**src/rtl/rpa_pkg.sv**
```systemverilog
// package for the rotate-about-axis unit: sizes, latencies, cordic table and
// the record types that travel down the cell chains
// no dependencies
package rpa_pkg;

  localparam int TRIG_ITERATIONS = 24;
  localparam int TRIG_CELLS = (TRIG_ITERATIONS > 32) ? 32 : TRIG_ITERATIONS;
  localparam int SQRT_CELLS = 32;
  localparam int DIV_CELLS = 31;
  localparam int NORM_REGS = 4;
  localparam int FRONT_REGS = NORM_REGS + SQRT_CELLS + DIV_CELLS;
  localparam int TRIG_DELAY = FRONT_REGS - TRIG_CELLS;
  localparam int BACK_REGS = 8;
  localparam int LATENCY = 1 + FRONT_REGS + BACK_REGS;

  localparam logic signed [32:0] CORDIC_GAIN = 33'sd652032874;
  localparam logic signed [32:0] ONE_Q30 = 33'sd1073741824;
  localparam logic signed [39:0] COORD_MAX = 40'sd2147483647;
  localparam logic signed [39:0] COORD_MIN = -40'sd2147483648;

  localparam logic [31:0] ATAN_TURNS [32] = '{
    32'h20000000, 32'h12E4051E, 32'h09FB385B, 32'h051111D4, 32'h028B0D43,
    32'h0145D7E1, 32'h00A2F61E, 32'h00517C55, 32'h0028BE53, 32'h00145F2F,
    32'h000A2F98, 32'h000517CC, 32'h00028BE6, 32'h000145F3, 32'h0000A2F9,
    32'h0000517C, 32'h000028BE, 32'h0000145F, 32'h00000A2F, 32'h00000517,
    32'h0000028B, 32'h00000145, 32'h000000A2, 32'h00000051, 32'h00000028,
    32'h00000014, 32'h0000000A, 32'h00000005, 32'h00000002, 32'h00000001,
    32'h00000000, 32'h00000000
  };

  typedef enum logic [1:0] {
    QUAD_0,
    QUAD_90,
    QUAD_180,
    QUAD_270
  } quad_e;

  typedef struct packed {
    logic [2:0][31:0] p;
    logic [2:0][31:0] piv;
    logic [2:0]       neg;
    logic             zero;
  } side_t;

  typedef struct packed {
    side_t            side;
    logic [2:0][31:0] mag;
    logic [63:0]      n;
    logic [33:0]      rem;
    logic [31:0]      root;
  } sqrt_t;

  typedef struct packed {
    side_t            side;
    logic [31:0]      r;
    logic [2:0][31:0] rem;
    logic [2:0][30:0] dbits;
    logic [2:0][30:0] quo;
  } divs_t;

  typedef struct packed {
    logic signed [32:0] x;
    logic signed [32:0] y;
    logic signed [32:0] z;
    quad_e              quad;
  } cordic_t;

  typedef struct packed {
    logic signed [31:0] cosv;
    logic signed [31:0] sinv;
  } trig_t;

endpackage

```
**src/rtl/rpa_cordic_cell.sv**
```systemverilog
// one rotation-mode cordic micro-rotation, step number given by idx_i
// depends on rpa_pkg (arctangent table)
module rpa_cordic_cell import rpa_pkg::*; (
  input  logic       clk_i,
  input  logic [4:0] idx_i,
  input  cordic_t    data_i,
  output cordic_t    data_o
);

  cordic_t data_q, data_d;
  logic signed [32:0] xs_w, ys_w, at_w;

  always_comb begin
    xs_w = data_i.x >>> idx_i;
    ys_w = data_i.y >>> idx_i;
    at_w = $signed({1'b0, ATAN_TURNS[idx_i]});
    data_d = data_i;
    if (!data_i.z[32]) begin
      data_d.x = data_i.x - ys_w;
      data_d.y = data_i.y + xs_w;
      data_d.z = data_i.z - at_w;
    end else begin
      data_d.x = data_i.x + ys_w;
      data_d.y = data_i.y - xs_w;
      data_d.z = data_i.z + at_w;
    end
  end

  always_ff @(posedge clk_i) begin
    data_q <= data_d;
  end

  assign data_o = data_q;

endmodule

```
**config.mk**
```make
export PLATFORM = sky130hd
export DESIGN_NAME = rpa_cordic_cell
export DESIGN_NICKNAME = d
export VERILOG_FILES = /design/src/rtl/rpa_pkg.sv /design/src/rtl/rpa_cordic_cell.sv
export SDC_FILE = /design/constraint.sdc
export NUM_CORES = 1
export LEC_CHECK = 0
export BUFFER_PORTS_ARGS = -buffer_cell sky130_fd_sc_hd__buf_2
export CORE_MARGIN = 4
export CORE_UTILIZATION = 41
export DETAILED_ROUTE_END_ITERATION = 7
export PLACE_DENSITY = 0.6
export SLEW_MARGIN = 20
export SYNTH_ARGS = -nofsm -noshare
export SYNTH_HDL_FRONTEND = slang
export SYNTH_SLANG_ARGS = --single-unit
```
**constraint.sdc**
```tcl
create_clock -name clk_i -period 6.85 [get_ports clk_i]
set_input_delay 0.685 -clock clk_i [delete_from_list [all_inputs] [get_ports clk_i]]
set_output_delay 0.685 -clock clk_i [all_outputs]
set_load 0.02 [all_outputs]
```
==> metrics <==
status completed; sequential share of power 24.0%; clock network fraction of total power 16.3%; sequential element share of the synthesized area 14.5%; power per cell area 236 nW/um^2; DRT Pass-1 Iters 8; final setup fails 0; Die Area 37100 um^2; Final ANT Viol Nets 0; chip height 193 um; pre-CTS WS 0.307 ns; CP startpoint kind input port; Logic pwr share 59.7%; gpl congestion 0.973; Post-synth EDFFs 0; total count of hold-check failures in the final report 0; final net count 2048; Area Growth Syn to Fin 13.5%; WP data arrival 6.40 ns; Sw Share 44.3%; post-cts hold buffer count 0; post-synthesis cell count 1655; core area 33600 um^2; CP Max Fanout 16; routed wire length 49300 um; largest net degree at the start of global routing 65; cts repair resizes 0; DR vias/cell 6.15; Main synth FF type dfxtp_1; # H-tree levels 3; peak supply drop 0.137 mV; CTS tree built; Synthesized Nets 1871; most frequent cells in the layout buf_2 (205), a21oi_1 (161), nor2_1 (145); Yosys cell types 86; Setup Fix Bufs, Post-CTS 0; DR WL/cell 21.5 um; Post-Syn Area per Cell 8.45 um^2; setup TNS 0 ns; Leak 6.84 nW; Initial Util 41.6%; Detail Placement HPWL 39200 um; via count 14054; die width 193 um; Worst Max-Slew Pin Slew 0.734 ns; io pins 208; Worst-path clk slew 0.07 ns; fmax 163 MHz; Max-Cap Viols 0; Root Buffer clkbuf_16; total gr overflow 0; CP Class input port to flop; Placed Cells 2269; initial antenna violation count 1; Worst Path Required 7.12 ns; FFs w/ async S/R, synth 0%; DRC Markers 0; internal power 2.08 mW; Clock Sinks 101; Final WS setup 0.726 ns; Seq cells post-synth 101; quantity of I/O buffers inserted on ports 207; post-layout min period 6.12 ns; Hold WC Path Type input port to flop; share of cells above drive strength 1 22.8%; total routing usage reported by global routing 26.2%; cell area after synthesis 14000 um^2; first-pass GRT wire length 76200 um; clock buffer count from CTS 9; leading cell type in the layout, fill and taps excluded buf_2; Iteration-0 DRC Markers 1310; Clock Path Buffers 2; count of pins over their slew limit 0; Hold WS 0.404 ns; critical path endpoint category flop; Final Cycle Share 89.4%; # rows 67; yosys warns 0; Filler cells 3407; RSZ-0062 raised after global routing no; vias in the first global route 13580; Slew headroom 50.5%; max reg flops 101; Net Sw Power 1.66 mW; post-route insts no fill 2286
-- area by class of cell --
class | instances | area (um^2) | area share [%]
Inverter | 50 | 188 | 1.18
Clock inverter | 7 | 121 | 0.765
Timing Repair Buffer | 257 | 1430 | 9.03
Sequential cell | 101 | 2020 | 12.7
Multi-Input combinational cell | 1413 | 11300 | 71.3
Antenna cell | 1 | 2.50 | 0.0158
Clock buffer | 9 | 225 | 1.42
Tap cell | 448 | 561 | 3.53
-- critical path: stages --
cell       delay (ns)
buf_6            0.20
buf_4            0.33
mux4_2           0.55
mux2i_2          0.39
o22ai_1          0.15
nor3_1           0.45
ha_1             0.29
and4_1           0.24
nor4b_4          0.29
nor2_1           0.09
xnor2_1          0.16
ha_1             0.33
nand2_1          0.10
a2111oi_0        0.41
a221o_1          0.31
nor3b_1          0.33
o21a_1           0.25
nand4_1          0.12
a31oi_1          0.31
a21o_1           0.17
a21oi_1          0.07
xnor2_1          0.13
-- logic make-up (layout without fill, tap and decap cells) --
family | after synthesis | in the layout | share of synthesized area [%]
AOI/OAI and AO/OA | 500 | 500 | 23.3
adders and majority gates | 109 | 109 | 9.92
muxes | 187 | 187 | 21.6
buffers and inverters | 141 | 323 | 4.57
other | 0 | 1 | 0
and+or+nand+nor | 448 | 448 | 15.5
DFF | 101 | 101 | 14.5
xor gates and xnor gates | 169 | 169 | 10.6
-- power by group through the flow --
stage	Combinational, mW	Clock [mW]	Sequential [mW]
final	2.23	0.611	0.896
after global routing	2.45	0.656	0.920
after CTS	2.23	0.635	0.903
after detailed placement	2.22	0	0.913
after global placement	2.21	0	0.911
after floorplan	1.24	0	1.24
-- metrics by stage --
| step | total power, mW | util (%) | instance area, um^2 |
|---|---|---|---|
| after global routing | 4.03 | 47.2 | 15900 |
| after floorplan | 2.48 | - | 14000 |
| final | 3.74 | 47.2 | 15900 |
| after detailed placement | 3.13 | 46.2 | 15500 |
| after global placement | 3.12 | 46.2 | 15500 |
| after CTS | 3.77 | 47.2 | 15900 |
-- cells in the mapped netlist, drive strengths merged (36+ instances only) --
| cell | instances | area [um^2] |
|---|---|---|
| inv | 49 | 184 |
| xnor2 | 106 | 928 |
| ha | 106 | 1330 |
| mux2i | 68 | 684 |
| buf | 55 | 315 |
| o21ai | 67 | 335 |
| xor2 | 63 | 552 |
| clkbuf | 36 | 136 |
| a21oi | 161 | 806 |
| dfxtp | 101 | 2020 |
| nand2 | 134 | 503 |
| a21o | 42 | 315 |
| mux4 | 89 | 2000 |
| nor2 | 145 | 544 |
-- per-layer routing --
layer	up-vias	global-route usage [%]	routed length [um]
li1	6586	-	-
met1	6636	33.4	19800
met2	696	42.4	22800
met3	136	5.95	4260
met4	0	11.3	2370
met5	-	0	0
-- final timing paths --
| path | from | end | slack, ns | cells after the start |
|---|---|---|---|---|
| setup / recovery | idx_i[0] | data_o[98] | 0.73 | 22 |
| hold / removal | data_i[0] | data_o[0] | 0.40 | 1 |
No activity file was read; power rests on OpenSTA's default activity.
