File: src/rtl/rpa_pkg.sv
// package for the rotate-about-axis unit: sizes, latencies, cordic table and
// the record types that travel down the cell chains
// no dependencies
package rpa_pkg;

  localparam int TRIG_ITERATIONS = 24;
  localparam int TRIG_CELLS = (TRIG_ITERATIONS > 32) ? 32 : TRIG_ITERATIONS;
  localparam int SQRT_CELLS = 32;
  localparam int DIV_CELLS = 31;
  localparam int NORM_REGS = 4;
  localparam int FRONT_REGS = NORM_REGS + SQRT_CELLS + DIV_CELLS;
  localparam int TRIG_DELAY = FRONT_REGS - TRIG_CELLS;
  localparam int BACK_REGS = 8;
  localparam int LATENCY = 1 + FRONT_REGS + BACK_REGS;

  localparam logic signed [32:0] CORDIC_GAIN = 33'sd652032874;
  localparam logic signed [32:0] ONE_Q30 = 33'sd1073741824;
  localparam logic signed [39:0] COORD_MAX = 40'sd2147483647;
  localparam logic signed [39:0] COORD_MIN = -40'sd2147483648;

  localparam logic [31:0] ATAN_TURNS [32] = '{
    32'h20000000, 32'h12E4051E, 32'h09FB385B, 32'h051111D4, 32'h028B0D43,
    32'h0145D7E1, 32'h00A2F61E, 32'h00517C55, 32'h0028BE53, 32'h00145F2F,
    32'h000A2F98, 32'h000517CC, 32'h00028BE6, 32'h000145F3, 32'h0000A2F9,
    32'h0000517C, 32'h000028BE, 32'h0000145F, 32'h00000A2F, 32'h00000517,
    32'h0000028B, 32'h00000145, 32'h000000A2, 32'h00000051, 32'h00000028,
    32'h00000014, 32'h0000000A, 32'h00000005, 32'h00000002, 32'h00000001,
    32'h00000000, 32'h00000000
  };

  typedef enum logic [1:0] {
    QUAD_0,
    QUAD_90,
    QUAD_180,
    QUAD_270
  } quad_e;

  typedef struct packed {
    logic [2:0][31:0] p;
    logic [2:0][31:0] piv;
    logic [2:0]       neg;
    logic             zero;
  } side_t;

  typedef struct packed {
    side_t            side;
    logic [2:0][31:0] mag;
    logic [63:0]      n;
    logic [33:0]      rem;
    logic [31:0]      root;
  } sqrt_t;

  typedef struct packed {
    side_t            side;
    logic [31:0]      r;
    logic [2:0][31:0] rem;
    logic [2:0][30:0] dbits;
    logic [2:0][30:0] quo;
  } divs_t;

  typedef struct packed {
    logic signed [32:0] x;
    logic signed [32:0] y;
    logic signed [32:0] z;
    quad_e              quad;
  } cordic_t;

  typedef struct packed {
    logic signed [31:0] cosv;
    logic signed [31:0] sinv;
  } trig_t;

endpackage

File: src/rtl/rpa_sqrt_cell.sv
// one digit of the integer square root: two radicand bits in, one root bit out
// depends on rpa_pkg
module rpa_sqrt_cell import rpa_pkg::*; (
  input  logic  clk_i,
  input  logic  rst_ni,
  input  logic  valid_i,
  input  sqrt_t data_i,
  output logic  valid_o,
  output sqrt_t data_o
);

  logic  valid_q;
  sqrt_t data_q, data_d;
  logic [35:0] rem_w, trial_w;

  always_comb begin
    rem_w = {data_i.rem, data_i.n[63:62]};
    trial_w = {2'b00, data_i.root, 2'b01};
    data_d = data_i;
    data_d.n = {data_i.n[61:0], 2'b00};
    if (rem_w >= trial_w) begin
      data_d.rem = 34'(rem_w - trial_w);
      data_d.root = {data_i.root[30:0], 1'b1};
    end else begin
      data_d.rem = rem_w[33:0];
      data_d.root = {data_i.root[30:0], 1'b0};
    end
  end

  always_ff @(posedge clk_i or negedge rst_ni) begin
    if (!rst_ni) begin
      valid_q <= 1'b0;
    end else begin
      valid_q <= valid_i;
    end
  end

  always_ff @(posedge clk_i) begin
    data_q <= data_d;
  end

  assign valid_o = valid_q;
  assign data_o = data_q;

endmodule

File: config.mk
export PLATFORM = sky130hd
export DESIGN_NAME = rpa_sqrt_cell
export DESIGN_NICKNAME = d
export VERILOG_FILES = /design/src/rtl/rpa_pkg.sv /design/src/rtl/rpa_sqrt_cell.sv
export SDC_FILE = /design/constraint.sdc
export NUM_CORES = 1
export LEC_CHECK = 0
export ABC_AREA = 1
export BUFFER_PORTS_ARGS = -buffer_cell sky130_fd_sc_hd__buf_2
export CAP_MARGIN = 20
export CELL_PAD_IN_SITES_DETAIL_PLACEMENT = 1
export CELL_PAD_IN_SITES_GLOBAL_PLACEMENT = 2
export CORE_AREA = 2 2 327 329
export CTS_CLUSTER_DIAMETER = 50
export CTS_CLUSTER_SIZE = 28
export DETAILED_ROUTE_END_ITERATION = 8
export DIE_AREA = 0 0 329 331
export PLACE_DENSITY = 0.51
export SETUP_SLACK_MARGIN = 0.15
export SLEW_MARGIN = 20
export SYNTH_ARGS = -nofsm -noshare
export SYNTH_HDL_FRONTEND = slang
export SYNTH_SLANG_ARGS = --single-unit
File: constraint.sdc
create_clock -name clk_i -period 0.8 [get_ports clk_i]
set_input_delay 0.04 -clock clk_i [delete_from_list [all_inputs] [get_ports clk_i]]
set_output_delay 0.04 -clock clk_i [all_outputs]
set_load 0.02 [all_outputs]
==> run metrics, run 1 <==
outcome=finished, violations left; failing checks=negative hold slack, negative setup slack; H-tree levels=3; Final setup viols=between 400 and 500; vias post-DR=13,739; fillers=11,724; critical path capture point type=primary output; Leakage=approximately 0.015 uW; DIE AREA=about 110,000 um^2; max-slew violation count=0; Data arrival, critical path=between 1 and 1.5 ns; number of I/O pins=between 800 and 900; share of cells above drive strength 1=0.668; Buf+Inv Stages, Crit Path=1; vias in the first global route=15,871; Tmin final=1.25 ns; Die Y=about 330 um; WS Path Type=flip-flop to primary output; Root Buffer=clkbuf_16; clock sinks=between 400 and 500; Core Region=105,000 um^2; Rows=119; final setup margin=-0.455 ns; first-pass GRT wire length=between 100,000 and 150,000 um; Vias/cell=between 3 and 4; port bufs=845; initial core utilization=0.109; max incr delay on CP=0.41 ns; crit path max fanout=1; Final Util=0.297; ANT nets after route=0; Mapped Area=11,500 um^2; Req. time, crit path=0.76 ns; Power Density=between 2000 and 2500 nW/um^2; initial antenna violation count=58; Hold WS=-0.477 ns; First-pass DRT Iterations=4; Post-Synthesis Cells=1,068; CP delay by family, top=flip-flops; design area=31,200 um^2; TritonCTS Buffers=84; startpoint types=flip-flop; largest net degree at the start of global routing=16; Die Wd=329 um; Synth top area share=0.732; final period utilization=1.57; Overall Global Routing Usage=0.202; ordered list of cells on the worst path=buf_6; IR drop worst, VDD=1540 uV; Post-Route WL=112,000 um; DRC violations left=0; CTS tree=done; Final Hold Fails=17; clk buf depth=3; Placed Area=19,100 um^2; Nets=3,076; Crit-path slowest cell=dfxtp_4; Final Non-Filler Cells=a little over 4,000; syn avg cell area=10.8 um^2; P&R area growth vs syn=171%; dpl hpwl=90,400 um; post-route setup TNS=-161.62 ns; Synth area leader=dfxtp_1; Synth Register Bits=421; placed insts=3,446; Final GP Congestion=just over 0.9; grt total ovfl=0; First DRT Iteration DRCs=447; synth unique cells=26; unrepaired setup endpoints after global routing=true; Max-cap violations=0; Clock transition at path regs=0.06 ns; Peak Freq=797 MHz; main area contributors after synthesis=dfxtp_1 (73%), nand2_1 (9.4%), inv_1 (4.5%); register area share after synthesis=0.734; Hold Crit Class=input port to flip-flop; Ys Warns=0; Wirelength per Cell=27.4 um
-- layer usage --
layer | up-vias | global-route usage | wire [um]
li1 | 6425 | - | -
met1 | 6523 | 0.263 | 48800
met2 | 606 | 0.303 | 48300
met3 | 163 | 0.0766 | 11100
met4 | 22 | 0.0699 | 3890
met5 | - | 0 | 146
-- final cells by class --
type	count	area [um^2]	area share
sequential	421	9050	0.290
clock inverter	58	801	0.0257
antenna	25	62.6	0.00201
inverter	140	582	0.0187
timing repair buffer	1466	13300	0.427
clock buffer	97	2210	0.0709
multi-input combinational	500	3350	0.107
timing repair inverter	4	72.6	0.00233
tap	1391	1740	0.0558
-- sequential cells by signal (all words and copies together), names as in the netlist --
signal / cells
data_o: 420
valid_o: 1
-- synthesized netlist by cell type, drive strengths merged --
library cell	number
and2	3
xnor2	3
nand4	6
nor3	3
buf	8
ha	34
o21bai	3
nand3b	4
dfxtp	420
o21ai	13
nand3	39
xor2	15
a21oi	26
inv	140
nor2	57
nand2	291
conb	1
or2	1
dfrtp	1
-- timing repair --
item                                     CTS  global route
cloned                                     7             0
resized for setup                       1522            73
endpoints found under the setup margin   456           538
pin swaps                                 68             7
hold buffers                             486            13
hold endpoints to repair                 421            25
buffers inserted                          32             4
-- power breakdown --
part / switching, uW / internal [uW]
Clock: 14100 / 23400
Combinational: 6840 / 7090
Sequential: 991 / 22700
Total: 22000 / 53200
-- path summary, 6_finish.rpt --
| kind | startpoint | to | slack (ns) | cells after the start |
|---|---|---|---|---|
| setup / recovery | data_o[395] | data_o[395] | -0.45 | 1 |
| hold / removal | data_i[3] | data_o[4] | -0.48 | 1 |
| max in group asynchronous | rst_ni | valid_o | 0.49 | 3 |
| min in group asynchronous | rst_ni | valid_o | 0.21 | 3 |
-- kinds of logic after synthesis --
group,after synthesis,share of synthesized area
adder cells (fa/ha/maj),34,0.0370
AO/OA/AOI/OAI,42,0.0193
AND/OR/NAND/NOR,404,0.143
other,1,0.000326
flip-flops,421,0.734
buffers and inverters,148,0.0522
XOR/XNOR,18,0.0137
-- per-stage QoR --
stage,total power (uW),worst slack (ns)
after detailed placement,32900,-1.39
after global routing,78200,-0.505
after global placement,32900,-1.42
after floorplan,27100,-0.637
final,75100,-0.455
after CTS,76200,-0.491
-- layout by cell type (no fill, tap or decap), types with 7 or more instances in the layout --
master / netlist / final
dfxtp_2: 0 / 383
xor2_1: 15 / 15
clkinvlp_4: 0 / 9
clkbuf_1: 0 / 7
buf_8: 0 / 47
nand2_4: 1 / 21
inv_6: 0 / 13
buf_6: 3 / 382
clkinv_4: 0 / 8
dlygate4sd3_1: 0 / 417
nand2_2: 2 / 70
inv_2: 0 / 16
dlymetal6s4s_1: 0 / 16
buf_4: 5 / 182
o21ai_0: 13 / 9
nor2_1: 49 / 41
a21oi_1: 25 / 18
bufinv_16: 0 / 9
buf_12: 0 / 24
buf_2: 0 / 395
nand3_1: 38 / 32
inv_4: 1 / 14
dfxtp_4: 0 / 37
nand2_1: 288 / 200
diode_2: 0 / 25
inv_1: 139 / 108
nor2_4: 0 / 12
ha_4: 0 / 30
clkbuf_16: 0 / 84
No activity file was read; power rests on OpenSTA's default activity.
==> run 2, diff against run 1 <==
GPL_TIMING_DRIVEN = 0   (was unset)
==> run 2 against run 1 <==
  * The flow still finishes with violations (negative hold slack, negative setup slack)
  * Count of clock-buffer cells in the layout is 8 lower
  * First-iteration DRC count shrank 14%
  * Total power is 4.9% lower
  * Critical path depth up 13
  * Die area stayed put
  * Sequential power barely moved
  * Fmax is 0.47% lower
  * Critical path type is now input port to flip-flop
  * Critical endpoint is now data_o[61]
==> run metrics, run 2 (synthesis results as in run 1) <==
min-delay src=data_i[11] (was data_i[3]); crit path max fanout=10 (was 1); Max-cap violations=0 (unchanged); vias post-DR=13,011 (was 13,739); clk buf depth=3 (unchanged); startpoint types=input port (was flip-flop); Peak Freq=793 MHz (was 797 MHz); P&R area growth vs syn=158% (was 171%); Hold WS=-0.489 ns (was -0.477 ns); Final Util=0.283 (was 0.297); initial core utilization=0.109 (unchanged); placed insts=3,305 (was 3,446); Leakage=0.0136 uW (was 0.0146 uW); Nets=2,898 (was 3,076); largest net degree at the start of global routing=16 (unchanged); Core Region=105,000 um^2 (unchanged); H-tree levels=3 (unchanged); commonest cells after routing, fill and taps aside=dlygate4sd3_1 (398), dfxtp_2 (397), buf_2 (393) (was dlygate4sd3_1 (417), buf_2 (395), dfxtp_2 (383)); Req. time, crit path=1.35 ns (was 0.76 ns); Final GP Congestion=0.906 (was 0.912); First-pass DRT Iterations=4 (unchanged); Root Buffer=clkbuf_16 (unchanged); final setup margin=-0.461 ns (was -0.455 ns); TritonCTS Buffers=76 (was 84); Tmin final=1.26 ns (was 1.25 ns); number of I/O pins=848 (unchanged); Final Hold Fails=26 (was 17); Vias/cell=3.31 (was 3.35); grt total ovfl=0 (unchanged); Data arrival, critical path=1.81 ns (was 1.21 ns); Final setup viols=456 (unchanged); Die Wd=329 um (unchanged); dpl hpwl=88,700 um (was 90,400 um); critical path capture point type=flip-flop (was primary output); failing checks=negative hold slack, negative setup slack (unchanged); fillers=11,726 (was 11,724); WS Path Type=input port to flip-flop (was flip-flop to primary output); IR drop worst, VDD=1510 uV (was 1540 uV); design area=29,700 um^2 (was 31,200 um^2); Rows=119 (unchanged); DRC violations left=0 (unchanged); Clock transition at path regs=0.06 ns (about the same); Wirelength per Cell=27.4 um (about the same); max incr delay on CP=0.28 ns (was 0.41 ns); cell mode on critical path=nor2_4; port bufs=845 (unchanged); post-route setup TNS=-153.93 ns (was -161.62 ns); outcome=finished, violations left (unchanged); first-pass GRT wire length=136,000 um (was 146,000 um); DIE AREA=109,000 um^2 (unchanged); clock sinks=421 (unchanged); initial antenna violation count=69 (was 58); Crit-path slowest cell=ha_4 (was dfxtp_4); Post-Route WL=108,000 um (was 112,000 um); CTS tree=done (unchanged); Die Y=331 um (unchanged); Overall Global Routing Usage=0.190 (was 0.202); commonest non-fill, non-tap cell in the layout=dlygate4sd3_1 (unchanged); WHS Endpoint=data_o[12] (was data_o[4]); ANT nets after route=0 (unchanged); max FFs per register=420 (unchanged); Placed Area=18,000 um^2 (was 19,100 um^2); unrepaired setup endpoints after global routing=true (unchanged); Hold Crit Class=input port to flip-flop (unchanged); Power Density=2410 nW/um^2 (about the same); max-slew violation count=0 (unchanged); vias in the first global route=14,529 (was 15,871); hold path cells=1 (unchanged); final period utilization=1.58 (was 1.57); Final Non-Filler Cells=3,925 (was 4,102); First DRT Iteration DRCs=384 (was 447); share of cells above drive strength 1=0.670 (was 0.668); ordered list of cells on the worst path=buf_6 > inv_4 > ha_4 > nand2_4 > nor2_4 > nand3_2 > nor2_4 > nand2_2 > a21oi_4 > nor2_4 > nand2_8 > buf_12 > nand3_1 > nand2_4 (was buf_6)
==> run 2: changes by cell type in the layout (fill, tap and decap cells not counted), sizes merged <==
cell          previous run  this run
dlygate4sd3            417       398
bufinv                   9         7
bufbuf                   2         0
buf                   1031       897
dlymetal6s4s            16         3
clkinvlp                 9        11
diode                   25        33
clkbuf                  97        91
inv                    163       152
==> run 2: how the worst max path moves through the flow <==
stage	slack (ns)	startpoint	cells past startpoint	endpoint
finish	-0.46	data_i[9]	14	data_o[61]
global route	-0.52	data_i[42]	13	data_o[54]
CTS	-0.49	data_i[13]	15	data_o[53]
detailed placement	-1.89	data_i[4]	12	data_o[61]
global placement	-1.88	data_i[4]	12	data_o[61]
floorplan	-0.64	data_i[0]	14	data_o[57]
==> run 2: layout make-up <==
cell class,count,area [um^2],area share
clock inverters,51,719,0.0242
flip-flops and latches,421,9020,0.304
plain buffers,8,130,0.00438
repair buffers,1292,11800,0.398
well taps,1391,1740,0.0586
diodes,33,82.6,0.00278
multi-input cells,500,3560,0.120
inverters,140,579,0.0195
clock buffers,89,2050,0.0691
==> run 2: through the flow <==
stage               total power, uW  setup WS [ns]
finish                        71400         -0.461
global route                  74200         -0.518
CTS                           72000         -0.490
detailed placement            32000          -1.89
global placement              32000          -1.88
floorplan                     27100         -0.637
==> run 2: repair_timing <==
| action | 4_1_cts | 5_1_grt |
|---|---|---|
| setup endpoints to repair | 456 | 478 |
| setup buffers | 26 | 17 |
| hold buffers | 403 | 17 |
| pin swaps | 31 | 27 |
| cloned | 2 | 1 |
| gates resized for setup | 1473 | 162 |
| hold endpoints to repair | 421 | 42 |
==> run 2: routing by layer <==
layer	wire length (um)	track usage	vias to the layer above
met5	168	0	-
met4	3780	0.0655	28
met3	15400	0.121	158
met2	46000	0.282	620
met1	42300	0.221	6149
li1	-	-	6056
==> run 2: report_power, final <==
group / switching [uW] / leakage [uW] / internal [uW]
clock network: 13400 / 0.00131 / 21300
logic: 6760 / 0.00872 / 6430
registers: 858 / 0.00357 / 22600
==> run 2: worst max-delay path, delay by kind of cell <==
kind            cells  cell delay [ns]
compound gates      1             0.15
fa+ha+maj           1             0.28
buf+inv             3             0.30
simple gates        9             1.02
==> run 3, diff against run 2 <==
CTS_CLUSTER_DIAMETER = unset   (was 50)
GPL_TIMING_DRIVEN = 1   (was 0)
RECOVER_POWER = 100   (was unset)
==> run 3 against run 2 <==
  * The flow still finishes with violations (negative hold slack, negative setup slack)
  * Sequential share of layout area down 0.28 points
  * Hold slack better by 0.0070 ns
  * Total power down 10%
  * First-iteration DRC count is 2.9% lower
  * Die area unchanged
  * Worst setup slack worse by 0.0028 ns
  * Sequential cell count did not move
  * Combinational power is 6% higher
  * Critical path depth increased by 1
  * Via count is 4.0% higher
  * Design area rose by 1.3%
  * Largest power group unchanged
==> run metrics, run 3 (synthesis results as in run 1) <==
outcome=finished, violations left (unchanged); Rows=119 (unchanged); largest net degree at the start of global routing=20 (was 16); initial antenna violation count=69 (unchanged); vias in the first global route=15,117 (was 14,529); max-slew violation count=0 (unchanged); Max-cap violations=0 (unchanged); number of I/O pins=848 (unchanged); Overall Global Routing Usage=0.197 (was 0.190); hold path cells=1 (unchanged); commonest cells after routing, fill and taps aside=dlygate4sd3_1 (419), dfxtp_2 (382), buf_6 (380) (was dlygate4sd3_1 (398), dfxtp_2 (397), buf_2 (393)); Data arrival, critical path=1.79 ns (was 1.81 ns); first-pass GRT wire length=141,000 um (was 136,000 um); Final setup viols=456 (unchanged); WS Path Type=input port to flip-flop (unchanged); Tmin final=1.26 ns (about the same); area taken by multi-input logic gates=3520 um^2 (was 3560 um^2); dpl hpwl=90,400 um (was 88,700 um); Final GP Congestion=0.912 (was 0.906); Die Y=331 um (unchanged); WL met2=48,100 um (was 46,000 um); placed insts=3,446 (was 3,305); First DRT Iteration DRCs=373 (was 384); TritonCTS Buffers=54 (was 76); commonest non-fill, non-tap cell in the layout=dlygate4sd3_1 (unchanged); max FFs per register=420 (unchanged); critical path capture point type=flip-flop (unchanged); Tot Pwr=64,300 uW (was 71,400 uW); Final Util=0.287 (was 0.283); Wirelength per Cell=27.4 um (about the same); DRC violations left=0 (unchanged); post-route setup TNS=-157.15 ns (was -153.93 ns); grt total ovfl=0 (unchanged); Final Hold Fails=12 (was 26); initial core utilization=0.109 (unchanged); port bufs=845 (unchanged); CTS tree=done (unchanged); Die Wd=329 um (unchanged); H-tree levels=2 (was 3); Nets=3,041 (was 2,898); Placed Area=19,100 um^2 (was 18,000 um^2); startpoint types=input port (unchanged); unrepaired setup endpoints after global routing=true (unchanged); IR drop worst, VDD=1490 uV (was 1510 uV); DIE AREA=109,000 um^2 (unchanged); crit path max fanout=8 (was 10); Final Non-Filler Cells=4,039 (was 3,925); Req. time, crit path=1.32 ns (was 1.35 ns); Core Region=105,000 um^2 (unchanged); clock sinks=421 (unchanged); WHS Endpoint=data_o[23] (was data_o[12]); Post-Route WL=111,000 um (was 108,000 um); final period utilization=1.58 (about the same); failing checks=negative hold slack, negative setup slack (unchanged); M1 WL=44,200 um (was 42,300 um); final setup margin=-0.464 ns (was -0.461 ns); Leakage=0.0138 uW (was 0.0136 uW); Hold Crit Class=input port to flip-flop (unchanged); Hold WS=-0.482 ns (was -0.489 ns); Highest Signal Layer=met5 (unchanged); Vias/cell=3.35 (was 3.31); First-pass DRT Iterations=4 (unchanged); clk buf depth=3 (unchanged); P&R area growth vs syn=162% (was 158%); Clock transition at path regs=0.06 ns (about the same); share of cells above drive strength 1=0.644 (was 0.670); Root Buffer=clkbuf_16 (unchanged); design area=30,100 um^2 (was 29,700 um^2); sequential cell area=9050 um^2 (was 9020 um^2); ANT nets after route=0 (unchanged); Peak Freq=791 MHz (was 793 MHz); Power Density=2140 nW/um^2 (was 2410 nW/um^2); vias post-DR=13,530 (was 13,011); metal3 WL=14,700 um (was 15,400 um); min-delay src=data_i[22] (was data_i[11]); fillers=11,789 (was 11,726)
[run 3: cell count changes in the layout (fill, tap and decap cells not counted), sizes merged]
cell,previous run,this run
buf,897,956
bufinv,7,8
clkbuf,91,152
clkdlybuf4s25,0,5
clkinv,21,15
clkinvlp,11,5
diode,33,23
dlygate4sd3,398,419
dlymetal6s4s,3,0
inv,152,144
[run 3: report_power, final]
part / internal, uW / switching, uW
clock: 16000 / 10700
sequential: 22600 / 985
combinational: 7060 / 6900
total: 45700 / 18600
[run 3: worst max path at each step]
stage | start | end | slack, ns | cells after the start
global route | data_i[17] | data_o[49] | -0.50 | 16
global placement | data_i[13] | data_o[63] | -1.42 | 14
detailed placement | data_i[13] | data_o[63] | -1.39 | 14
CTS | data_o[398] | data_o[398] | -0.48 | 1
floorplan | data_i[0] | data_o[57] | -0.64 | 14
finish | data_i[52] | data_o[55] | -0.46 | 15
[run 3: per-stage QoR]
step | setup WS, ns | hold WS (ns)
floorplan | -0.637 | -0.256
global placement | -1.42 | -0.184
detailed placement | -1.39 | -0.184
CTS | -0.482 | -0.540
global route | -0.504 | -0.532
finish | -0.464 | -0.482
[run 3: worst max-delay path, cell delays in order]
cell	delay [ns]
buf_2	0.13
ha_4	0.30
nand2_4	0.08
nor2_4	0.15
nand2_2	0.10
nor2_4	0.14
nand2_2	0.08
a21oi_4	0.15
nor2_4	0.06
nand2_8	0.09
buf_16	0.16
buf_12	0.13
inv_16	0.05
nand2_2	0.05
nand2_1	0.05
[run 3: per-layer routing]
| layer | global-route usage | up-vias |
|---|---|---|
| met2 | 0.299 | 628 |
| met1 | 0.240 | 6420 |
| met3 | 0.106 | 143 |
| li1 | - | 6313 |
| met5 | 0 | - |
| met4 | 0.0524 | 26 |
[run 3: final cells by class]
class                      instances  area share
tap                             1391      0.0579
sequential                       421       0.301
antenna                           23     0.00191
timing repair buffer            1461       0.436
multi-input combinational        500       0.117
clock buffer                      71      0.0504
timing repair inverter             4     0.00300
inverter                         140      0.0191
clock inverter                    28      0.0136
[run 3: what timing repair did]
action                                  in CTS  in global routing
hold buffers                               440                 11
pin swaps                                   62                 24
resized for setup                         1508                112
endpoints found under the setup margin     456                488
endpoints found under the hold margin      421                 24
setup buffers                               25                 14
gates cloned                                 6                  2
