<file path="src/rtl/rpa_pkg.sv">
// package for the rotate-about-axis unit: sizes, latencies, cordic table and
// the record types that travel down the cell chains
// no dependencies
package rpa_pkg;

  localparam int TRIG_ITERATIONS = 24;
  localparam int TRIG_CELLS = (TRIG_ITERATIONS > 32) ? 32 : TRIG_ITERATIONS;
  localparam int SQRT_CELLS = 32;
  localparam int DIV_CELLS = 31;
  localparam int NORM_REGS = 4;
  localparam int FRONT_REGS = NORM_REGS + SQRT_CELLS + DIV_CELLS;
  localparam int TRIG_DELAY = FRONT_REGS - TRIG_CELLS;
  localparam int BACK_REGS = 8;
  localparam int LATENCY = 1 + FRONT_REGS + BACK_REGS;

  localparam logic signed [32:0] CORDIC_GAIN = 33'sd652032874;
  localparam logic signed [32:0] ONE_Q30 = 33'sd1073741824;
  localparam logic signed [39:0] COORD_MAX = 40'sd2147483647;
  localparam logic signed [39:0] COORD_MIN = -40'sd2147483648;

  localparam logic [31:0] ATAN_TURNS [32] = '{
    32'h20000000, 32'h12E4051E, 32'h09FB385B, 32'h051111D4, 32'h028B0D43,
    32'h0145D7E1, 32'h00A2F61E, 32'h00517C55, 32'h0028BE53, 32'h00145F2F,
    32'h000A2F98, 32'h000517CC, 32'h00028BE6, 32'h000145F3, 32'h0000A2F9,
    32'h0000517C, 32'h000028BE, 32'h0000145F, 32'h00000A2F, 32'h00000517,
    32'h0000028B, 32'h00000145, 32'h000000A2, 32'h00000051, 32'h00000028,
    32'h00000014, 32'h0000000A, 32'h00000005, 32'h00000002, 32'h00000001,
    32'h00000000, 32'h00000000
  };

  typedef enum logic [1:0] {
    QUAD_0,
    QUAD_90,
    QUAD_180,
    QUAD_270
  } quad_e;

  typedef struct packed {
    logic [2:0][31:0] p;
    logic [2:0][31:0] piv;
    logic [2:0]       neg;
    logic             zero;
  } side_t;

  typedef struct packed {
    side_t            side;
    logic [2:0][31:0] mag;
    logic [63:0]      n;
    logic [33:0]      rem;
    logic [31:0]      root;
  } sqrt_t;

  typedef struct packed {
    side_t            side;
    logic [31:0]      r;
    logic [2:0][31:0] rem;
    logic [2:0][30:0] dbits;
    logic [2:0][30:0] quo;
  } divs_t;

  typedef struct packed {
    logic signed [32:0] x;
    logic signed [32:0] y;
    logic signed [32:0] z;
    quad_e              quad;
  } cordic_t;

  typedef struct packed {
    logic signed [31:0] cosv;
    logic signed [31:0] sinv;
  } trig_t;

endpackage

</file>
<file path="src/rtl/rpa_div_cell.sv">
// one quotient bit of the three axis divisions by the common root
// depends on rpa_pkg
module rpa_div_cell import rpa_pkg::*; (
  input  logic  clk_i,
  input  logic  rst_ni,
  input  logic  valid_i,
  input  divs_t data_i,
  output logic  valid_o,
  output divs_t data_o
);

  logic  valid_q;
  divs_t data_q, data_d;
  logic [32:0] t_w [3];

  always_comb begin
    data_d = data_i;
    for (int j = 0; j < 3; j++) begin
      t_w[j] = {data_i.rem[j], data_i.dbits[j][30]};
      data_d.dbits[j] = {data_i.dbits[j][29:0], 1'b0};
      if (t_w[j] >= {1'b0, data_i.r}) begin
        data_d.rem[j] = 32'(t_w[j] - {1'b0, data_i.r});
        data_d.quo[j] = {data_i.quo[j][29:0], 1'b1};
      end else begin
        data_d.rem[j] = t_w[j][31:0];
        data_d.quo[j] = {data_i.quo[j][29:0], 1'b0};
      end
    end
  end

  always_ff @(posedge clk_i or negedge rst_ni) begin
    if (!rst_ni) begin
      valid_q <= 1'b0;
    end else begin
      valid_q <= valid_i;
    end
  end

  always_ff @(posedge clk_i) begin
    data_q <= data_d;
  end

  assign valid_o = valid_q;
  assign data_o = data_q;

endmodule

</file>
<file path="config.mk">
export PLATFORM = sky130hd
export DESIGN_NAME = rpa_div_cell
export DESIGN_NICKNAME = d
export VERILOG_FILES = /design/src/rtl/rpa_pkg.sv /design/src/rtl/rpa_div_cell.sv
export SDC_FILE = /design/constraint.sdc
export NUM_CORES = 1
export LEC_CHECK = 0
export BUFFER_PORTS_ARGS = -buffer_cell sky130_fd_sc_hd__buf_4
export CORE_AREA = 2 2 404 406
export DETAILED_ROUTE_END_ITERATION = 16
export DIE_AREA = 0 0 406 408
export PLACE_DENSITY = 0.3
export SETUP_SLACK_MARGIN = 0.4
export SYNTH_ARGS = -nofsm -noshare
export SYNTH_HDL_FRONTEND = slang
export SYNTH_SLANG_ARGS = --single-unit
</file>
<file path="constraint.sdc">
create_clock -name clk_i -period 0.8 [get_ports clk_i]
set_input_delay 0.12 -clock clk_i [delete_from_list [all_inputs] [get_ports clk_i]]
set_output_delay 0.12 -clock clk_i [all_outputs]
set_load 0.03 [all_outputs]
</file>
==> metrics, run 1 <==
result of the run=complete, but fails checks; failing checks=hold timing, setup timing; count of routing violations after the opening detailed-route iteration=660; drt total wl=154 mm; largest net degree at the start of global routing=13; post-detail-place hpwl=133 mm; deepest level of the CTS H-tree=3; number of warnings printed during yosys synthesis=0; fin crit period=2.02 ns; Worst Hold Slack=-0.400 ns; cell types with the highest counts after synthesis=dfxtp_1 (507), a21oi_1 (103), ha_1 (96), nand2_1 (92), o21ai_0 (67); first drt pass iteration count=4; top flip-flop cell by instance count after synthesis=dfxtp_1; most instantiated library cell after synthesis=dfxtp_1; proportion of netlist area held by the largest area contributor=60.8%; Overall Global Routing Usage=18.1%; highest fanout seen on the critical path=6; # port buffers=1017; clock power share=36.4%; number of enable flip-flop cells after synthesis=0; maximum number of buffers from clock root to sink=3; count of filler cells inserted in the layout=17091; fraction of layout instances using a drive strength above 1=71.7%; wire length on met1=58.1 mm; fraction of synthesis flops using an asynchronous set or reset pin=0.197%; via count of the first global-routing pass=20350; highest clock frequency the design can meet=0.494 GHz; average wire per cell in the routed design=27.2 um; number of placed instances with taps included=4980; final cycle utilization of the critical path=253%; net switching fraction of the power=31.9%; routability cong.=0.942; via count=19024; Crit path buffers/inverters=5; internal power consumption=0.0639 W; TritonCTS clock tree=yes; cell area after synthesis=0.0167 mm2; clock root buffer=clkbuf_16; top area cells in the synthesized netlist=dfxtp_1 (61%), ha_1 (7.2%), mux2_2 (3.3%), a21oi_1 (3.1%), xnor2_1 (2.5%); global route total overflow=0; library cell appearing most often on the critical path=buf_12; Critical-path top delay cell=a211o_4; worst min-delay path startpoint=data_i[282]; Nets=4016; DR WL met2=74.7 mm; sequence of cells on the critical path=buf_12 > inv_12 > ha_4 > nand2b_4 > a211o_4 > a211oi_4 > o21ai_2 > a21oi_2 > o21ai_2 > a31oi_4 > buf_12 > buf_12 > buf_16 > mux2_4; ANT nets after route=0; Final Util=27.6%; accumulated negative setup slack=-339.07 ns; Placeable Area=0.162 mm2; Arrival @ worst endpoint=2.57 ns; NetSw=0.0300 W; post-route non-filler standard cell count=5678; Worst Hold End=data_o[282]; Seq/Total Area, Yosys=60.9%; Syn Inst Count=1435; count of final max-slew check failures=0; P per Cell Area=2100 mW/mm2; DRC violation count after routing=0; Leakage Power=19.4 nW; area added between synthesis and finish=167%; effective utilization at floorplan=10.3%; Crit path required time=1.34 ns; path category of the worst min-delay check=in -> reg; number of distinct standard cells referenced by the synthesized netlist=79; Final WS setup=-1.22 ns; Worst Path Class, Setup=in -> reg; detailed-route vias per instance=3.35; family with the most delay on the worst path=compound AO/OA/AOI/OAI gates; y dimension of the die=408 um; Num Clock Sinks=508; total power of the final layout=0.0939 W; maximum cell stage delay along the critical path=0.36 ns; unrepaired setup endpoints after global routing=yes; kind of start point of the critical path=primary input; first-pass GRT wire length=197 mm; capturing element type of the critical path=register; most area-hungry cell type in the Yosys netlist=dfxtp_1; cell count of the worst hold path=1; syn_area_per_cell=11.6 um2; Post-Place Worst Slack=-2.08 ns; clock transition at the registers of the reported paths=0.06 ns; max layer used=met5; synthesis-stage register bit count=508; Num CTS Buffers=72; area of the die=0.166 mm2; sequential share of power=31.5%; number of standard-cell rows in the floorplan=148; worst vdd ir=1.45 mV; reported max-cap violation count=0; number of antenna violations at the first check in global routing=103; Chip Width=406 um; Setup Viol. Count Final=607; endpoints failing hold=75; Detail Route met3 WL=16.5 mm; combinational share of power=32.1%; boundary pin count=1024
[registers in the layout, summed over array words and instances, names as in the netlist]
register	cells
data_o	507
valid_o	1
[cell type report]
type	instances	area, um2	area share, %
Tap cell	2175	2720	6.10
Clock buffer	101	2050	4.60
Multi-Input combinational cell	824	8280	18.5
Clock inverter	33	457	1.02
Antenna cell	39	97.6	0.219
Timing Repair Buffer	1934	19300	43.3
Sequential cell	508	11300	25.4
Inverter	64	380	0.852
[layer usage]
layer / vias to the layer above / GRT usage (%)
met4: 48 / 4.99
met5: - / 0
met3: 230 / 8.73
met1: 8990 / 19.7
met2: 743 / 31.1
li1: 9013 / -
[cells in the final DEF, fill, tap and decap left out, types with 13 or more instances in the layout]
| cell type | netlist | layout |
|---|---|---|
| a21o_1 | 38 | 38 |
| a21oi_1 | 103 | 69 |
| a21oi_2 | 2 | 29 |
| buf_12 | 0 | 102 |
| buf_4 | 6 | 899 |
| buf_6 | 5 | 377 |
| buf_8 | 1 | 118 |
| clkbuf_1 | 21 | 16 |
| clkbuf_16 | 0 | 74 |
| clkinvlp_4 | 0 | 13 |
| dfxtp_2 | 0 | 302 |
| dfxtp_4 | 0 | 205 |
| diode_2 | 0 | 39 |
| dlygate4sd3_1 | 0 | 431 |
| ha_1 | 96 | 34 |
| ha_4 | 0 | 61 |
| inv_1 | 64 | 33 |
| mux2_4 | 1 | 61 |
| nand2_1 | 92 | 64 |
| nand2_2 | 0 | 13 |
| nand2_4 | 0 | 15 |
| nand3_1 | 21 | 14 |
| nand4_1 | 22 | 22 |
| nor2_1 | 46 | 32 |
| nor3_1 | 20 | 14 |
| o21a_1 | 15 | 13 |
| o21ai_0 | 67 | 26 |
| o21ai_1 | 3 | 19 |
| o21ai_2 | 3 | 21 |
| xnor2_1 | 48 | 42 |
| xor2_1 | 32 | 29 |
[stage by stage]
step           instance area [um2]  hold WS, ns
2_1_floorplan                18200       -0.176
3_3_place_gp                 31300       -0.104
3_5_place_dp                 31300       -0.103
4_1_cts                      43600       -0.463
5_1_grt                      44600       -0.458
6_report                     44600       -0.400
[cells by family (layout without fill, tap and decap cells)]
kind of cell,Yosys count,count (layout),share of synthesized area (%)
adder cells (fa/ha/maj),99,99,7.55
XOR/XNOR,80,80,4.20
other,1,42,0.0225
buffers and inverters,105,2132,2.95
AND/OR/NAND/NOR,253,253,7.25
multiplexers,65,65,4.37
flip-flops,508,508,60.9
AO/OA/AOI/OAI,324,324,12.7
[worst max path at each step]
| stage | start | cells past startpoint | slack [ns] | end |
|---|---|---|---|---|
| final | data_i[283] | 14 | -1.22 | data_o[271] |
| after global routing | data_i[295] | 15 | -1.29 | data_o[271] |
| after CTS | data_i[185] | 13 | -1.15 | data_o[270] |
| after detailed placement | data_i[298] | 12 | -2.08 | data_o[244] |
| after global placement | data_i[185] | 13 | -2.09 | data_o[274] |
| after floorplan | data_i[185] | 12 | -1.53 | data_o[280] |
[power groups by stage]
stage               registers (W)  clock network (W)  logic, W
floorplan                  0.0337                  0   0.00594
CTS                        0.0296             0.0356    0.0297
global placement           0.0293                  0    0.0229
global route               0.0298             0.0365    0.0318
detailed placement         0.0293                  0    0.0228
finish                     0.0296             0.0342    0.0302
[repair_timing]
action,in CTS,in global routing
endpoints found under the hold margin,506,80
pin swaps,108,83
gates resized for setup,1379,126
endpoints found under the setup margin,607,608
buffers inserted,60,27
hold buffers,428,5
gates cloned,6,1
No activity file was read; power rests on OpenSTA's default activity.
==> inputs of run 2 (changes only) <==
--- a/config.mk
+++ b/config.mk
@@ -14,3 +14,4 @@
 export SYNTH_ARGS = -nofsm -noshare
 export SYNTH_HDL_FRONTEND = slang
 export SYNTH_SLANG_ARGS = --single-unit
+export TNS_END_PERCENT = 10
==> constraint.sdc (replaced) <==
create_clock -name clk_i -period 2.3 [get_ports clk_i]
set_input_delay 0.345 -clock clk_i [delete_from_list [all_inputs] [get_ports clk_i]]
set_output_delay 0.345 -clock clk_i [all_outputs]
set_load 0.03 [all_outputs]
==> run 2 against run 1 <==
  * The run ends with setup timing left
  * Sequential share of layout area is 0.93 points higher
  * Die area unchanged
  * Power down 68%
  * Cell area down 13%
  * Flip-flop and latch count stayed put
  * Worst hold slack better by 0.46 ns
  * Combinational power decreased by 71%
  * Clock power down 65%
  * Critical path depth down 3
==> metrics, run 2 (synthesis gave the netlist of run 1 again) <==
result of the run=complete, but fails checks; failing checks=setup timing; global route total overflow=0 (unchanged); flip-flop count of the largest register after layout=507 (unchanged); Num CTS Buffers=73 (+1.4%); Num Clock Sinks=508 (unchanged); deepest level of the CTS H-tree=3 (unchanged); # port buffers=1017 (unchanged); Leakage Power=17.6 nW (-9.2%); Arrival @ worst endpoint=2.94 ns (+0.37 ns); count of filler cells inserted in the layout=17635 (+3.2%); first drt pass iteration count=4 (unchanged); Overall Global Routing Usage=17.1% (-0.97 points); clock root buffer=clkbuf_16; Setup Viol. Count Final=32 (-95%); largest net degree at the start of global routing=31 (+18); Post-Place Worst Slack=-1.04 ns (+1.04 ns); maximum number of buffers from clock root to sink=3 (unchanged); highest clock frequency the design can meet=0.422 GHz; first-pass GRT wire length=187 mm (-5.1%); Placeable Area=0.162 mm2 (unchanged); endpoints failing hold=0 (-100%); count of routing violations after the opening detailed-route iteration=573 (-13%); path category of the worst min-delay check=in -> reg; reported max-cap violation count=0 (unchanged); Final WS setup=-0.0711 ns (+1.15 ns); Worst Hold End=data_o[250]; Worst Path Class, Setup=in -> reg; routability cong.=0.836 (-11%); highest fanout seen on the critical path=13 (+7); count of final max-slew check failures=0 (unchanged); Nets=4004 (-0.30%); commonest non-fill, non-tap cells in the layout=buf_4 (1388), dfxtp_1 (507), dlygate4sd3_1 (504); worst min-delay path startpoint=data_i[282]; unrepaired setup endpoints after global routing=yes; fraction of layout instances using a drive strength above 1=50.3% (-21 points); boundary pin count=1024 (unchanged); kind of start point of the critical path=primary input; Chip Width=406 um (unchanged); capturing element type of the critical path=register; area of the die=0.166 mm2 (unchanged); detailed-route vias per instance=3.30 (-1.5%); most frequent standard cell in the layout excluding fill and tap cells=buf_4; ANT nets after route=0 (unchanged); TritonCTS clock tree=yes; area added between synthesis and finish=132%; cell count of the worst hold path=3 (+2); total power of the final layout=0.0304 W (-68%); via count of the first global-routing pass=19834 (-2.5%); number of antenna violations at the first check in global routing=103 (unchanged); number of standard-cell rows in the floorplan=148 (unchanged); drt total wl=147 mm (-4.5%); DRC violation count after routing=0 (unchanged); P per Cell Area=787 mW/mm2 (-63%); post-detail-place hpwl=126 mm (-5.0%); average wire per cell in the routed design=26.1 um (-4.2%); clock transition at the registers of the reported paths=0.05 ns (about the same); effective utilization at floorplan=10.3% (unchanged); final cycle utilization of the critical path=103%; worst vdd ir=0.477 mV (-67%); Crit path required time=2.87 ns (+1.53 ns); fin crit period=2.37 ns; y dimension of the die=408 um (unchanged); via count=18687 (-1.8%)
-- run 2: cell types whose count changed in the layout (fill, tap and decap cells not counted), sizes merged --
| cell | change |
|---|---|
| buf | -88 |
| dlygate4sd3 | +73 |
| clkinv | -7 |
| inv | +6 |
| clkbuf | +2 |
| diode | -2 |
| clkinvlp | -1 |
-- run 2: through the flow --
stage / setup TNS (ns) / cell area (um2) / std cells / utilization (%) / hold WS, ns
finish: -0.782 / 38700 / 5661 / 23.9 / 0.0555
global route: -3.87 / 38600 / 5647 / 23.9 / 0.0160
CTS: -0.00935 / 38000 / 5611 / 23.5 / 0.0200
detailed placement: -81.58 / 29900 / 4964 / 18.5 / 0.122
global placement: -81.68 / 29900 / 4964 / 18.5 / 0.121
floorplan: -18.51 / 16900 / 1437 / - / 0.0494
-- run 2: what timing repair did --
action	CTS	global route
endpoints found under the hold margin	503	0
hold buffers	504	0
setup buffers	9	10
gates cloned	2	3
setup endpoints to repair	99	99
resized for setup	88	93
pin swaps	26	32
-- run 2: worst max-delay path by stage --
stage                     cells after the start        start  slack [ns]     endpoint
final                                        11  data_i[285]       -0.07  data_o[201]
after global placement                       14  data_i[292]       -1.05  data_o[214]
after detailed placement                     14  data_i[292]       -1.04  data_o[214]
after floorplan                              11  data_i[285]       -0.29  data_o[258]
after CTS                                    11  data_i[285]      -0.009  data_o[192]
after global routing                         12  data_i[285]       -0.13  data_o[215]
-- run 2: critical path, cell delays in order --
cell and delay (ns):
buf_8 0.08, clkinvlp_4 0.17, ha_1 0.36, a21o_1 0.19
a211o_1 0.35, a22o_1 0.23, o31a_1 0.36, nand2_1 0.11
a211o_4 0.21, buf_6 0.18, mux2_2 0.35
-- run 2: power by group --
| part | switching (W) | internal (W) |
|---|---|---|
| Sequential | 0.000328 | 0.00960 |
| Clock | 0.00472 | 0.00704 |
| Combinational | 0.00470 | 0.00405 |
-- run 2: layer usage --
metal | routed length [um] | track usage (%) | vias up
li1 | - | - | 8978
met1 | 55100 | 18.3 | 8798
met2 | 77200 | 32.1 | 678
met3 | 11400 | 5.52 | 205
met4 | 3570 | 4.36 | 28
met5 | 187 | 0 | -
-- run 2: area by class of cell --
class | count | area, um2 | share of cell area (%)
timing repair buffer | 1921 | 16000 | 41.3
sequential | 508 | 10200 | 26.3
multi-input combinational | 824 | 6970 | 18.0
tap | 2175 | 2720 | 7.04
clock buffer | 101 | 2040 | 5.28
clock inverter | 31 | 393 | 1.02
inverter | 64 | 293 | 0.757
antenna | 37 | 92.6 | 0.239
==> inputs of run 3 (changes only) <==
--- a/config.mk
+++ b/config.mk
@@ -7,6 +7,7 @@
 export LEC_CHECK = 0
 export BUFFER_PORTS_ARGS = -buffer_cell sky130_fd_sc_hd__buf_4
 export CORE_AREA = 2 2 404 406
+export CTS_BUF_LIST = sky130_fd_sc_hd__clkbuf_4 sky130_fd_sc_hd__clkbuf_8
 export DETAILED_ROUTE_END_ITERATION = 16
 export DIE_AREA = 0 0 406 408
 export PLACE_DENSITY = 0.3
==> run 3 against run 2 <==
  * The flow finishes with violations (hold timing)
  * Core utilization down 0.15 points
  * Cell count up 1.1%
  * Worst hold slack worse by 0.39 ns
  * Setup slack better by 0.16 ns
  * Critical endpoint is now data_o[276]
  * Critical path depth up 4
==> metrics, run 3 (synthesis gave the netlist of run 1 again) <==
TritonCTS clock tree=yes; number of antenna violations at the first check in global routing=113 (+9.7%); failing checks=hold timing; highest fanout seen on the critical path=5 (-8); capturing element type of the critical path=register; fraction of layout instances using a drive strength above 1=50.9% (+0.58 points); detailed-route vias per instance=3.31 (+0.23%); path category of the worst min-delay check=in -> reg; Chip Width=406 um (unchanged); commonest non-fill, non-tap cells in the layout=buf_4 (1394), dlygate4sd3_1 (515), dfxtp_1 (507); via count of the first global-routing pass=20133 (+1.5%); library cell appearing most often on the critical path=buf_6; first drt pass iteration count=5 (+1); maximum number of buffers from clock root to sink=3 (unchanged); Setup Viol. Count Final=0 (-100%); clock transition at the registers of the reported paths=0.06 ns (about the same); P per Cell Area=760 mW/mm2 (-3.4%); Num CTS Buffers=105 (+44%); sequence of cells on the critical path=buf_8 > clkinvlp_4 > ha_4 > nand2_4 > a211o_4 > a211oi_2 > buf_4 > o21ai_4 > a21oi_4 > o21ai_2 > a31oi_4 > buf_12 > buf_6 > buf_6 > mux2_4; maximum cell stage delay along the critical path=0.35 ns (about the same); routability cong.=0.836 (unchanged); count of routing violations after the opening detailed-route iteration=655 (+14%); DRC violation count after routing=0 (unchanged); global route total overflow=0 (unchanged); Arrival @ worst endpoint=2.96 ns (+0.02 ns); most frequent standard cell in the layout excluding fill and tap cells=buf_4; Crit path buffers/inverters=6 (+3); Overall Global Routing Usage=17.2% (+0.025 points); placed inst area=0.0299 mm2 (unchanged); Num Clock Sinks=508 (unchanged); largest net degree at the start of global routing=31 (unchanged); count of final max-slew check failures=0 (unchanged); number of standard-cell rows in the floorplan=148 (unchanged); fin crit period=2.21 ns (-0.157 ns); Final WS setup=0.0863 ns (+0.157 ns); highest clock frequency the design can meet=0.452 GHz (+7.1%); via count=18945 (+1.4%); average wire per cell in the routed design=25.8 um (-0.81%); ANT nets after route=0 (unchanged); Leakage Power=17.6 nW (about the same); kind of start point of the critical path=primary input; clock root buffer=clkbuf_8; Placeable Area=0.162 mm2 (unchanged); y dimension of the die=408 um (unchanged); Final Instance Area=0.0384 mm2 (-0.61%); area of the die=0.166 mm2 (unchanged); # port buffers=1017 (unchanged); family with the most delay on the worst path=compound AO/OA/AOI/OAI gates; Crit path required time=3.05 ns (+0.18 ns); worst vdd ir=0.425 mV (-11%); reported max-cap violation count=0 (unchanged); flip-flop count of the largest register after layout=507 (unchanged); drt total wl=148 mm (+0.33%); deepest level of the CTS H-tree=3 (unchanged); boundary pin count=1024 (unchanged); post-detail-place hpwl=126 mm (unchanged); footprint of the flip-flops and latches=0.0102 mm2 (unchanged); area of the multi-input gates=0.00685 mm2 (-1.7%); Worst Hold Slack=-0.335 ns (-0.391 ns); effective utilization at floorplan=10.3% (unchanged); area added between synthesis and finish=130%; count of filler cells inserted in the layout=17675 (+0.23%); unrepaired setup endpoints after global routing=yes; endpoints failing hold=4 (+4); Post-Place Worst Slack=-1.04 ns (unchanged); Worst Path Class, Setup=in -> reg; first-pass GRT wire length=187 mm (-0.14%); Critical-path top delay cell=ha_4; result of the run=complete, but fails checks; final cycle utilization of the critical path=96.2% (-6.8 points); Relative slew margins=66.7%; pin slew with the least headroom to its limit=0.494 ns; Nets=4048 (+1.1%)
[run 3: path summary, 6_finish.rpt]
check	from	endpoint	slack, ns	cells after the start
min in group asynchronous	rst_ni	valid_o	0.32	3
worst min-delay path	data_i[282]	data_o[282]	-0.34	1
worst max-delay path	data_i[285]	data_o[276]	0.09	15
max in group asynchronous	rst_ni	valid_o	1.88	3
[run 3: metal layers]
metal / track usage [%] / routed length [um] / vias to the layer above
li1: - / - / 9068
met1: 17.9 / 54300 / 8822
met2: 31.2 / 75900 / 767
met3: 6.08 / 12100 / 250
met4: 6.37 / 5170 / 38
met5: 0 / 466 / -
[run 3: what timing repair did]
item / CTS / global route
resized for setup: 51 / 89
hold buffers: 504 / 12
pin swaps: 15 / 33
buffers inserted: 9 / 11
gates cloned: 2 / 3
hold endpoints to repair: 506 / 15
endpoints found under the setup margin: 125 / 103
[run 3: stage by stage]
stage          instances  setup TNS [ns]  hold WS [ns]  util [%]  total power, W
2_1_floorplan       1437          -18.51        0.0494         -          0.0134
3_3_place_gp        4964          -81.68         0.121      18.5          0.0177
3_5_place_dp        4964          -81.58         0.122      18.5          0.0176
4_1_cts             5660               0        -0.456      23.3          0.0297
5_1_grt             5715               0        -0.410      23.8          0.0306
6_report            5726               0        -0.335      23.8          0.0292
[run 3: where the power goes]
group | switching [W] | internal, W
registers | 0.000330 | 0.00960
clock network | 0.00472 | 0.00588
logic | 0.00467 | 0.00402
total | 0.00972 | 0.0195
[run 3: cell type report]
type	count	share of cell area (%)
clock buffer	155	5.17
inverter	64	0.723
antenna	41	0.267
clock inverter	26	0.680
tap	2175	7.08
sequential	508	26.5
timing repair buffer	1933	41.8
multi-input combinational	824	17.8
